### config.mk
export PLATFORM = sky130hd
export DESIGN_NAME = scalar_kalman_filter_core_flat
export DESIGN_NICKNAME = d
export VERILOG_FILES = /design/src/hdl/skf_pkg.sv /design/src/hdl/skf_if.sv /design/src/hdl/skf_ctrl.sv /design/src/hdl/skf_datapath.sv /design/src/hdl/scalar_kalman_filter_core.sv /design/src/flat_wrapper.sv
export SDC_FILE = /design/constraint.sdc
export NUM_CORES = 2
export LEC_CHECK = 0
export BUFFER_PORTS_ARGS = -buffer_cell sky130_fd_sc_hd__buf_2
export CAP_MARGIN = 20
export CORE_AREA = 2 2 319 321
export CTS_CLUSTER_DIAMETER = 150
export DETAILED_ROUTE_END_ITERATION = 10
export DIE_AREA = 0 0 321 323
export PLACE_DENSITY = 0.71
export SLEW_MARGIN = 20
export SYNTH_ARGS = -nofsm -noshare
export SYNTH_HDL_FRONTEND = slang
export SYNTH_HIERARCHICAL = 1
export SYNTH_SLANG_ARGS = --single-unit
### constraint.sdc
create_clock -name clk -period 11.7 [get_ports clk]
set_clock_uncertainty 0.1 [all_clocks]
set_input_delay 2.34 -clock clk [delete_from_list [all_inputs] [get_ports clk]]
set_output_delay 2.34 -clock clk [all_outputs]
set_load 0.02 [all_outputs]
### src/hdl/skf_pkg.sv
// ----------------------------------------------------------------------------
// skf_pkg
// Shared types and constants for the scalar Kalman filter core.
// ----------------------------------------------------------------------------
package skf_pkg;

    // Variance / noise format: unsigned Q8.24
    localparam int VAR_W     = 32;
    localparam int FRAC_BITS = 24;
    localparam int GAIN_W    = FRAC_BITS + 1;          // gain in [0, 1.0]
    localparam int DEN_W     = VAR_W + 1;              // P + R held exactly
    localparam int REM_W     = VAR_W + 2;              // divider partial remainder
    localparam int MUL_A_W   = GAIN_W;
    localparam int MUL_B_W   = VAR_W;
    localparam int MUL_P_W   = MUL_A_W + MUL_B_W;
    localparam int DIV_STEPS = GAIN_W;                 // one quotient bit per cycle
    localparam int DIV_CNT_W = 5;

    localparam logic [GAIN_W-1:0]  ONE_Q24  = GAIN_W'(1) << FRAC_BITS;
    localparam logic [MUL_P_W-1:0] HALF_Q24 = MUL_P_W'(1) << (FRAC_BITS - 1);

    // Configuration register map
    localparam int CFG_IDX_W = 2;
    localparam logic [CFG_IDX_W-1:0] CFG_PROCESS_NOISE     = 2'd0;
    localparam logic [CFG_IDX_W-1:0] CFG_MEASUREMENT_NOISE = 2'd1;

    localparam logic [VAR_W-1:0] RESET_PROCESS_NOISE     = 32'd1510;
    localparam logic [VAR_W-1:0] RESET_MEASUREMENT_NOISE = 32'd16777216;
    localparam logic [VAR_W-1:0] RESET_VARIANCE          = 32'd16777216;

    // Controller -> datapath commands
    typedef struct packed {
        logic load;       // capture the input sample
        logic den;        // predicted variance, denominator, innovation
        logic div_step;   // one restoring divider step
        logic mul_var;    // multiply (1 - K) * Pp
        logic mul_lo;     // round variance, multiply K * low innovation bits
        logic mul_hi;     // round low correction, multiply K * high bits
        logic upd;        // apply correction to the estimate
        logic out_load;   // move results into the output register
    } skf_cmd_t;

    // Datapath -> controller status
    typedef struct packed {
        logic out_free;   // output register can take a new beat
    } skf_status_t;

endpackage

### src/hdl/skf_if.sv
// ----------------------------------------------------------------------------
// skf_if
// Valid/ready stream interfaces for samples in and filter results out.
// ----------------------------------------------------------------------------
interface skf_in_if #(
    parameter int W = 32
);
    logic                valid;
    logic                ready;
    logic signed [W-1:0] measurement;

    modport source (output valid, output measurement, input ready);
    modport sink   (input valid, input measurement, output ready);
endinterface

interface skf_out_if #(
    parameter int W = 32
);
    logic                valid;
    logic                ready;
    logic signed [W-1:0] estimate;
    logic [31:0]         error_variance;

    modport source (output valid, output estimate, output error_variance, input ready);
    modport sink   (input valid, input estimate, input error_variance, output ready);
endinterface

### src/hdl/skf_ctrl.sv
// ----------------------------------------------------------------------------
// skf_ctrl
// Sequencer for one filter update: predict, divide, multiply, update, emit.
// ----------------------------------------------------------------------------
module skf_ctrl (
    input  logic                 clk,
    input  logic                 rst_n,
    input  logic                 in_valid,
    output logic                 in_ready,
    input  skf_pkg::skf_status_t status,
    output skf_pkg::skf_cmd_t    cmd
);

    typedef enum logic [7:0] {
        ST_IDLE = 8'b0000_0001,
        ST_DEN  = 8'b0000_0010,
        ST_DIV  = 8'b0000_0100,
        ST_MVAR = 8'b0000_1000,
        ST_MLO  = 8'b0001_0000,
        ST_MHI  = 8'b0010_0000,
        ST_UPD  = 8'b0100_0000,
        ST_DONE = 8'b1000_0000
    } state_t;

    state_t                          state_reg, state_next;
    logic [skf_pkg::DIV_CNT_W-1:0]   cnt_reg, cnt_next;

    // Next state and command decode
    always_comb
    begin
        state_next = state_reg;
        cnt_next   = cnt_reg;
        cmd        = '0;
        in_ready   = 1'b0;
        unique case (state_reg)
            ST_IDLE:
            begin
                in_ready = 1'b1;
                if (in_valid)
                begin
                    cmd.load   = 1'b1;
                    state_next = ST_DEN;
                end
            end
            ST_DEN:
            begin
                cmd.den    = 1'b1;
                cnt_next   = '0;
                state_next = ST_DIV;
            end
            ST_DIV:
            begin
                cmd.div_step = 1'b1;
                cnt_next     = cnt_reg + 1'b1;
                if (cnt_reg == skf_pkg::DIV_CNT_W'(skf_pkg::DIV_STEPS - 1))
                begin
                    state_next = ST_MVAR;
                end
            end
            ST_MVAR:
            begin
                cmd.mul_var = 1'b1;
                state_next  = ST_MLO;
            end
            ST_MLO:
            begin
                cmd.mul_lo = 1'b1;
                state_next = ST_MHI;
            end
            ST_MHI:
            begin
                cmd.mul_hi = 1'b1;
                state_next = ST_UPD;
            end
            ST_UPD:
            begin
                cmd.upd    = 1'b1;
                state_next = ST_DONE;
            end
            ST_DONE:
            begin
                // hold until the output register is free
                if (status.out_free)
                begin
                    cmd.out_load = 1'b1;
                    state_next   = ST_IDLE;
                end
            end
            default:
            begin
                state_next = ST_IDLE;
            end
        endcase
    end

    // State registers
    always_ff @(posedge clk or negedge rst_n)
    begin
        if (!rst_n)
        begin
            state_reg <= ST_IDLE;
            cnt_reg   <= '0;
        end
        else
        begin
            state_reg <= state_next;
            cnt_reg   <= cnt_next;
        end
    end

endmodule

### src/hdl/skf_datapath.sv
// ----------------------------------------------------------------------------
// skf_datapath
// Filter state, noise registers, radix-2 gain divider, shared multiplier
// and output register.
// ----------------------------------------------------------------------------
module skf_datapath #(
    parameter int SAMPLE_WIDTH = 32
) (
    input  logic                                 clk,
    input  logic                                 rst_n,
    input  logic                                 cfg_we,
    input  logic [skf_pkg::CFG_IDX_W-1:0]        cfg_index,
    input  logic [skf_pkg::VAR_W-1:0]            cfg_data,
    input  logic signed [SAMPLE_WIDTH-1:0]       in_measurement,
    input  skf_pkg::skf_cmd_t                    cmd,
    output skf_pkg::skf_status_t                 status,
    output logic                                 out_valid,
    input  logic                                 out_ready,
    output logic signed [SAMPLE_WIDTH-1:0]       out_estimate,
    output logic [skf_pkg::VAR_W-1:0]            out_error_variance
);

    localparam int MAG_W  = SAMPLE_WIDTH + 1;     // exact innovation magnitude
    localparam int WIDE_W = skf_pkg::FRAC_BITS + skf_pkg::MUL_B_W;

    // Configuration and filter state
    logic [skf_pkg::VAR_W-1:0]          q_reg, r_reg;
    logic signed [SAMPLE_WIDTH-1:0]     est_reg, est_next;
    logic [skf_pkg::VAR_W-1:0]          var_reg;

    // Working registers
    logic signed [SAMPLE_WIDTH-1:0]     z_reg;
    logic [skf_pkg::VAR_W-1:0]          pp_reg;
    logic [skf_pkg::DEN_W-1:0]          den_reg;
    logic                               den_zero_reg;
    logic [skf_pkg::REM_W-1:0]          rem_reg;
    logic [skf_pkg::GAIN_W-1:0]         k_reg;
    logic                               neg_reg;
    logic [MAG_W-1:0]                   mag_reg;
    logic [skf_pkg::MUL_P_W-1:0]        mul_reg;
    logic [skf_pkg::GAIN_W-1:0]         lo_reg;

    // Output register
    logic                               out_valid_reg;
    logic signed [SAMPLE_WIDTH-1:0]     out_est_reg;
    logic [skf_pkg::VAR_W-1:0]          out_var_reg;

    // Combinational terms
    logic [skf_pkg::VAR_W:0]            pp_sum;
    logic [skf_pkg::VAR_W-1:0]          pp_sat;
    logic signed [MAG_W-1:0]            z_ext, est_ext, d_fwd, d_rev;
    logic                               div_ge;
    logic [skf_pkg::REM_W-1:0]          div_diff;
    logic [WIDE_W-1:0]                  mag_wide;
    logic [skf_pkg::MUL_A_W-1:0]        mul_a;
    logic [skf_pkg::MUL_B_W-1:0]        mul_b;
    logic [skf_pkg::MUL_P_W-1:0]        rounded;
    logic [MAG_W-1:0]                   corr;
    logic [MAG_W-1:0]                   est_upd;

    // Predicted variance with saturation
    assign pp_sum = {1'b0, var_reg} + {1'b0, q_reg};
    assign pp_sat = pp_sum[skf_pkg::VAR_W] ? '1 : pp_sum[skf_pkg::VAR_W-1:0];

    // Innovation, both directions so the magnitude needs no negate
    assign z_ext   = MAG_W'(z_reg);
    assign est_ext = MAG_W'(est_reg);
    assign d_fwd   = z_ext - est_ext;
    assign d_rev   = est_ext - z_ext;

    // Restoring divider step
    assign div_ge   = (rem_reg >= skf_pkg::REM_W'(den_reg));
    assign div_diff = div_ge ? (rem_reg - skf_pkg::REM_W'(den_reg)) : rem_reg;

    // Shared multiplier operand select
    assign mag_wide = WIDE_W'(mag_reg);
    always_comb
    begin
        mul_a = k_reg;
        mul_b = skf_pkg::MUL_B_W'(mag_wide[skf_pkg::FRAC_BITS-1:0]);
        if (cmd.mul_var)
        begin
            mul_a = skf_pkg::ONE_Q24 - k_reg;
            mul_b = pp_reg;
        end
        else if (cmd.mul_hi)
        begin
            mul_b = mag_wide[WIDE_W-1:skf_pkg::FRAC_BITS];
        end
    end

    // Round-to-nearest of the last product
    assign rounded = mul_reg + skf_pkg::HALF_Q24;

    // Correction and new estimate
    assign corr    = MAG_W'(mul_reg) + MAG_W'(lo_reg);
    assign est_upd = neg_reg ? (MAG_W'(est_reg) - corr) : (MAG_W'(est_reg) + corr);
    assign est_next = est_upd[SAMPLE_WIDTH-1:0];

    // Configuration and filter state registers
    always_ff @(posedge clk or negedge rst_n)
    begin
        if (!rst_n)
        begin
            q_reg   <= skf_pkg::RESET_PROCESS_NOISE;
            r_reg   <= skf_pkg::RESET_MEASUREMENT_NOISE;
            est_reg <= '0;
            var_reg <= skf_pkg::RESET_VARIANCE;
        end
        else
        begin
            if (cfg_we)
            begin
                unique case (cfg_index)
                    skf_pkg::CFG_PROCESS_NOISE:     q_reg <= cfg_data;
                    skf_pkg::CFG_MEASUREMENT_NOISE: r_reg <= cfg_data;
                    default:                        ;
                endcase
            end
            if (cmd.mul_lo)
            begin
                var_reg <= rounded[skf_pkg::FRAC_BITS +: skf_pkg::VAR_W];
            end
            if (cmd.upd)
            begin
                est_reg <= est_next;
            end
        end
    end

    // Working registers (payload, no reset)
    always_ff @(posedge clk)
    begin
        if (cmd.load)
        begin
            z_reg <= in_measurement;
        end
        if (cmd.den)
        begin
            pp_reg       <= pp_sat;
            den_reg      <= skf_pkg::DEN_W'(pp_sat) + skf_pkg::DEN_W'(r_reg);
            den_zero_reg <= (pp_sat == '0) && (r_reg == '0);
            rem_reg      <= skf_pkg::REM_W'(pp_sat);
            k_reg        <= '0;
            neg_reg      <= d_fwd[MAG_W-1];
            mag_reg      <= d_fwd[MAG_W-1] ? d_rev : d_fwd;
        end
        if (cmd.div_step)
        begin
            rem_reg <= {div_diff[skf_pkg::REM_W-2:0], 1'b0};
            k_reg   <= {k_reg[skf_pkg::GAIN_W-2:0], div_ge & ~den_zero_reg};
        end
        if (cmd.mul_var || cmd.mul_lo || cmd.mul_hi)
        begin
            mul_reg <= mul_a * mul_b;
        end
        if (cmd.mul_hi)
        begin
            lo_reg <= rounded[skf_pkg::FRAC_BITS +: skf_pkg::GAIN_W];
        end
    end

    // Output register
    always_ff @(posedge clk or negedge rst_n)
    begin
        if (!rst_n)
        begin
            out_valid_reg <= 1'b0;
        end
        else if (cmd.out_load)
        begin
            out_valid_reg <= 1'b1;
        end
        else if (out_ready)
        begin
            out_valid_reg <= 1'b0;
        end
    end

    always_ff @(posedge clk)
    begin
        if (cmd.out_load)
        begin
            out_est_reg <= est_reg;
            out_var_reg <= var_reg;
        end
    end

    assign status.out_free    = ~out_valid_reg | out_ready;
    assign out_valid          = out_valid_reg;
    assign out_estimate       = out_est_reg;
    assign out_error_variance = out_var_reg;

endmodule

### src/hdl/scalar_kalman_filter_core.sv
// ----------------------------------------------------------------------------
// scalar_kalman_filter_core
// One-dimensional random-walk Kalman filter on signed Q16.16 samples.
// ----------------------------------------------------------------------------
// Usage:
//   sample_in carries one measurement per beat (valid/ready). result_out
//   returns one beat per sample: the filtered estimate (Q16.16) and the
//   updated error variance (unsigned Q8.24).
//   cfg_we/cfg_index/cfg_data write the process noise (index 0) and the
//   measurement noise (index 1); other indexes are ignored. Write only
//   while the core is idle.
// Sequence:
//   A sample is accepted in the idle state and the core takes no other
//   sample until its result is in the output register. Operand setup comes
//   first, then the 25-step radix-2 gain divider, the shared multiplier for
//   three products, the estimate update and the output hand-off. The next
//   sample can be taken in the same cycle that the result becomes valid.
// Reset:
//   Estimate 0, variance 1.0, noise registers at their defaults, no result.
// Stalls:
//   A finished result waits in the output register; if it is still held,
//   the next update completes its math and then waits for that beat.
// ----------------------------------------------------------------------------
module scalar_kalman_filter_core #(
    parameter int SAMPLE_WIDTH = 32
) (
    input  logic                           clk,
    input  logic                           rst_n,
    input  logic                           cfg_we,
    input  logic [skf_pkg::CFG_IDX_W-1:0]  cfg_index,
    input  logic [skf_pkg::VAR_W-1:0]      cfg_data,
    skf_in_if.sink                         sample_in,
    skf_out_if.source                      result_out
);

    skf_pkg::skf_cmd_t    cmd;
    skf_pkg::skf_status_t status;

    // Sequencer
    skf_ctrl u_ctrl (
        .clk      (clk),
        .rst_n    (rst_n),
        .in_valid (sample_in.valid),
        .in_ready (sample_in.ready),
        .status   (status),
        .cmd      (cmd)
    );

    // Arithmetic and state
    skf_datapath #(
        .SAMPLE_WIDTH (SAMPLE_WIDTH)
    ) u_datapath (
        .clk                (clk),
        .rst_n              (rst_n),
        .cfg_we             (cfg_we),
        .cfg_index          (cfg_index),
        .cfg_data           (cfg_data),
        .in_measurement     (sample_in.measurement),
        .cmd                (cmd),
        .status             (status),
        .out_valid          (result_out.valid),
        .out_ready          (result_out.ready),
        .out_estimate       (result_out.estimate),
        .out_error_variance (result_out.error_variance)
    );

endmodule

### src/flat_wrapper.sv
// flat-port wrapper written by rule: the top's interface ports become plain ports
module scalar_kalman_filter_core_flat 
#(
    parameter int SAMPLE_WIDTH = 32
)
  (clk, rst_n, cfg_we, cfg_index, cfg_data, sample_in_valid, sample_in_measurement, sample_in_ready, result_out_valid, result_out_estimate, result_out_error_variance, result_out_ready);
  skf_in_if #(.W((32))) sample_in_i ();
  skf_out_if #(.W((32))) result_out_i ();
  input  logic clk;
  input  logic rst_n;
  input  logic cfg_we;
  input  logic [skf_pkg::CFG_IDX_W-1:0] cfg_index;
  input  logic [skf_pkg::VAR_W-1:0] cfg_data;
  input wire logic [$bits(sample_in_i.valid)-1:0] sample_in_valid;
  input wire logic [$bits(sample_in_i.measurement)-1:0] sample_in_measurement;
  output wire logic [$bits(sample_in_i.ready)-1:0] sample_in_ready;
  output wire logic [$bits(result_out_i.valid)-1:0] result_out_valid;
  output wire logic [$bits(result_out_i.estimate)-1:0] result_out_estimate;
  output wire logic [$bits(result_out_i.error_variance)-1:0] result_out_error_variance;
  input wire logic [$bits(result_out_i.ready)-1:0] result_out_ready;
  assign sample_in_i.valid = sample_in_valid;
  assign sample_in_i.measurement = sample_in_measurement;
  assign sample_in_ready = sample_in_i.ready;
  assign result_out_valid = result_out_i.valid;
  assign result_out_estimate = result_out_i.estimate;
  assign result_out_error_variance = result_out_i.error_variance;
  assign result_out_i.ready = result_out_ready;
  scalar_kalman_filter_core #(.SAMPLE_WIDTH(SAMPLE_WIDTH)) u_core (.clk(clk), .rst_n(rst_n), .cfg_we(cfg_we), .cfg_index(cfg_index), .cfg_data(cfg_data), .sample_in(sample_in_i), .result_out(result_out_i));
endmodule
==> results.sh <==
export IMPL_clk_latency_ps=630
export IMPL_max_cap_violations=0
export IMPL_grt_pass1_vias=43300
export IMPL_clock_tree_root_cell="clkbuf_16"
export IMPL_cts_sinks=478
export IMPL_mappedNetlistArea_um2=54900
export IMPL_slew_violations=0
export IMPL_ys_ff_latch=478
export IMPL_synth_edff_count=335
export IMPL_clock_fmax_ghz=0.0903
export IMPL_drt_pass1_iter_count=6
export IMPL_startpoint_type="flop"
export IMPL_fin_setup_tns_ps=0
export IMPL_core_um2=101000
export IMPL_postCtsSetupBuffers=0
export IMPL_start_util=0.545
export IMPL_grt_pass1_wl_um=256000
export IMPL_antenna_found_initial=6
export IMPL_routedWlPerCell_um=22.8
export IMPL_gr_total_overflow=0
export IMPL_fin_crit_sh=0.947
export IMPL_ys_warnings_count=6
export IMPL_die_h_um=323
export IMPL_grt_max_degree=79
export IMPL_drc_errors=0
export IMPL_synth_cell_types=98
export IMPL_layout_area_overhead_vs_synth_pct=8.13
export IMPL_synth_area_leader_cell="fa_1"
export IMPL_yosys_most_used_dff="edfxtp_1"
export IMPL_syn_inst=5843
export IMPL_post_drt_via_cell_ratio=5.91
export IMPL_synth_most_common_cell="inv_1"
export IMPL_worstMarginPinSlew_ps=1130
export IMPL_die_width_um=321
export IMPL_synthTopCellsByArea="fa_1 25%, edfxtp_1 18%, ha_1 9.3%"
export IMPL_first_iter_violations=4332
export IMPL_vias=43100
export IMPL_synth_avg_cell_area_um2=9.40
export IMPL_async_flop_share=0.297
export IMPL_die_area_um2=104000
export IMPL_port_buffers=136
export IMPL_synth_top_area_frac=0.253
export IMPL_path_class="flop to flop"
export IMPL_drive_above_1_share=0.0876
export IMPL_crit_path_frequent_cell="fa_1"
export IMPL_clockBufferDepth=3
export IMPL_dp_hpwl_um=134000
export IMPL_h_tree_depth=2
export IMPL_groute_usage_overall=0.326
export IMPL_grt_setup_unrepaired="no"
export IMPL_postSynthNetCount=7016
export IMPL_hold_viol_final=0
export IMPL_cts_resized=0
export IMPL_crit_fanout=41
export IMPL_setup_worst_path_start="u_core/u_ctrl/state_reg[6]"
export IMPL_clk_pin_slew_ps=60
export IMPL_worstPathRequired_ps=11970
export IMPL_r2r_start="u_core/u_ctrl/state_reg[6]"
export IMPL_hp_start="u_core/u_datapath/var_reg[21]"
export IMPL_period_needed_ps=11080
export IMPL_setup_viol=0
export IMPL_cpPeakStageDelay_ps=790
export IMPL_gp_congestion=0.994
export IMPL_nets=7109
export IMPL_synth_top_cells_by_count="927 x inv_1, 719 x nand2_1, 693 x fa_1"
export IMPL_cts_made_buffers=52
export IMPL_cp_slowest_cell="xnor2_2"
export IMPL_maxSlewHeadroom=0.248
export IMPL_largest_register_ffs=56
export IMPL_yosysSeqAreaShare=0.249
export IMPL_antenna_left=0
export IMPL_hold_buffers=0
export IMPL_rows=117
export IMPL_wirelength_um=166000
export IMPL_cts_tree="done"
export IMPL_status="finished, final reports clean"
export IMPL_io_pins=137
export IMPL_min_path_type="flop to flop"
export IMPL_endpoint_kind="flop"
export IMPL_cp_arrival_ps=11350
[worst max-delay path, delay by kind of cell, from the launching register on]
family          cells  cell delay (ps)
compound gates      8             2140
simple gates        8             1830
flops               1              500
buf+inv             6             1330
xor+xnor            2              920
fa+ha+maj           8             3950
[cell type report]
class                      count  area, um2
sequential                   478      13600
antenna                        4       10.0
tap                         1309       1640
fill                        8710      41300
clock inverter                35        434
multi-input combinational   4216      37100
timing repair buffer         261       1630
clock buffer                  62       1410
inverter                     927       3480
[path summary, 6_finish.rpt]
path	to	slack [ps]	cells past startpoint
max	u_core/u_datapath/mul_reg[54]	620	32
min	u_core/u_datapath/out_error_variance[21]	380	0
max reg2reg	u_core/u_datapath/mul_reg[54]	620	32
min reg2reg	u_core/u_datapath/out_error_variance[21]	380	0
max in group asynchronous	u_core/u_datapath/var_reg[26]	8450	2
min in group asynchronous	u_core/u_datapath/r_reg[3]	1700	1
[routing by layer]
layer / track usage / part of all wire / vias up
met5: 0 / 0.000078 / -
met4: 0.121 / 0.043 / 2
met3: 0.0681 / 0.10 / 351
met2: 0.505 / 0.45 / 2083
met1: 0.453 / 0.41 / 21400
li1: - / - / 19300
[cells by family after synthesis]
kind of cell	synth area share
compound gates	0.112
xor+xnor	0.0499
fa+ha+maj	0.346
buf+inv	0.0789
flops	0.249
mux	0.0241
simple gates	0.140
[layout by cell type (no fill, tap or decap), types with 54 or more instances in the layout]
| cell | count |
|---|---|
| inv_1 | 926 |
| nand2_1 | 719 |
| fa_1 | 693 |
| nor2_1 | 509 |
| ha_1 | 409 |
| edfxtp_1 | 335 |
| a21oi_1 | 272 |
| o21ai_0 | 191 |
| xnor2_1 | 183 |
| buf_2 | 135 |
| dfrtp_1 | 132 |
| buf_4 | 125 |
| a21o_1 | 121 |
| xor2_1 | 113 |
| mux2_2 | 89 |
| nand3_1 | 80 |
| nor3_1 | 65 |
| and2_1 | 59 |
| clkbuf_16 | 54 |
[through the flow]
step	hold slack [ps]	utilization	cell area [um2]	std cells	setup WS (ps)
floorplan	347	-	54900	5843	1200
detailed placement	363	0.571	57500	7191	772
global route	409	0.589	59400	7288	246
CTS	389	0.589	59400	7288	726
finish	383	0.590	59400	7292	620
global placement	374	0.571	57500	7191	941
Power is not shown: default switching activity piles up to over one toggle a cycle in this logic, so the estimate is an artifact.
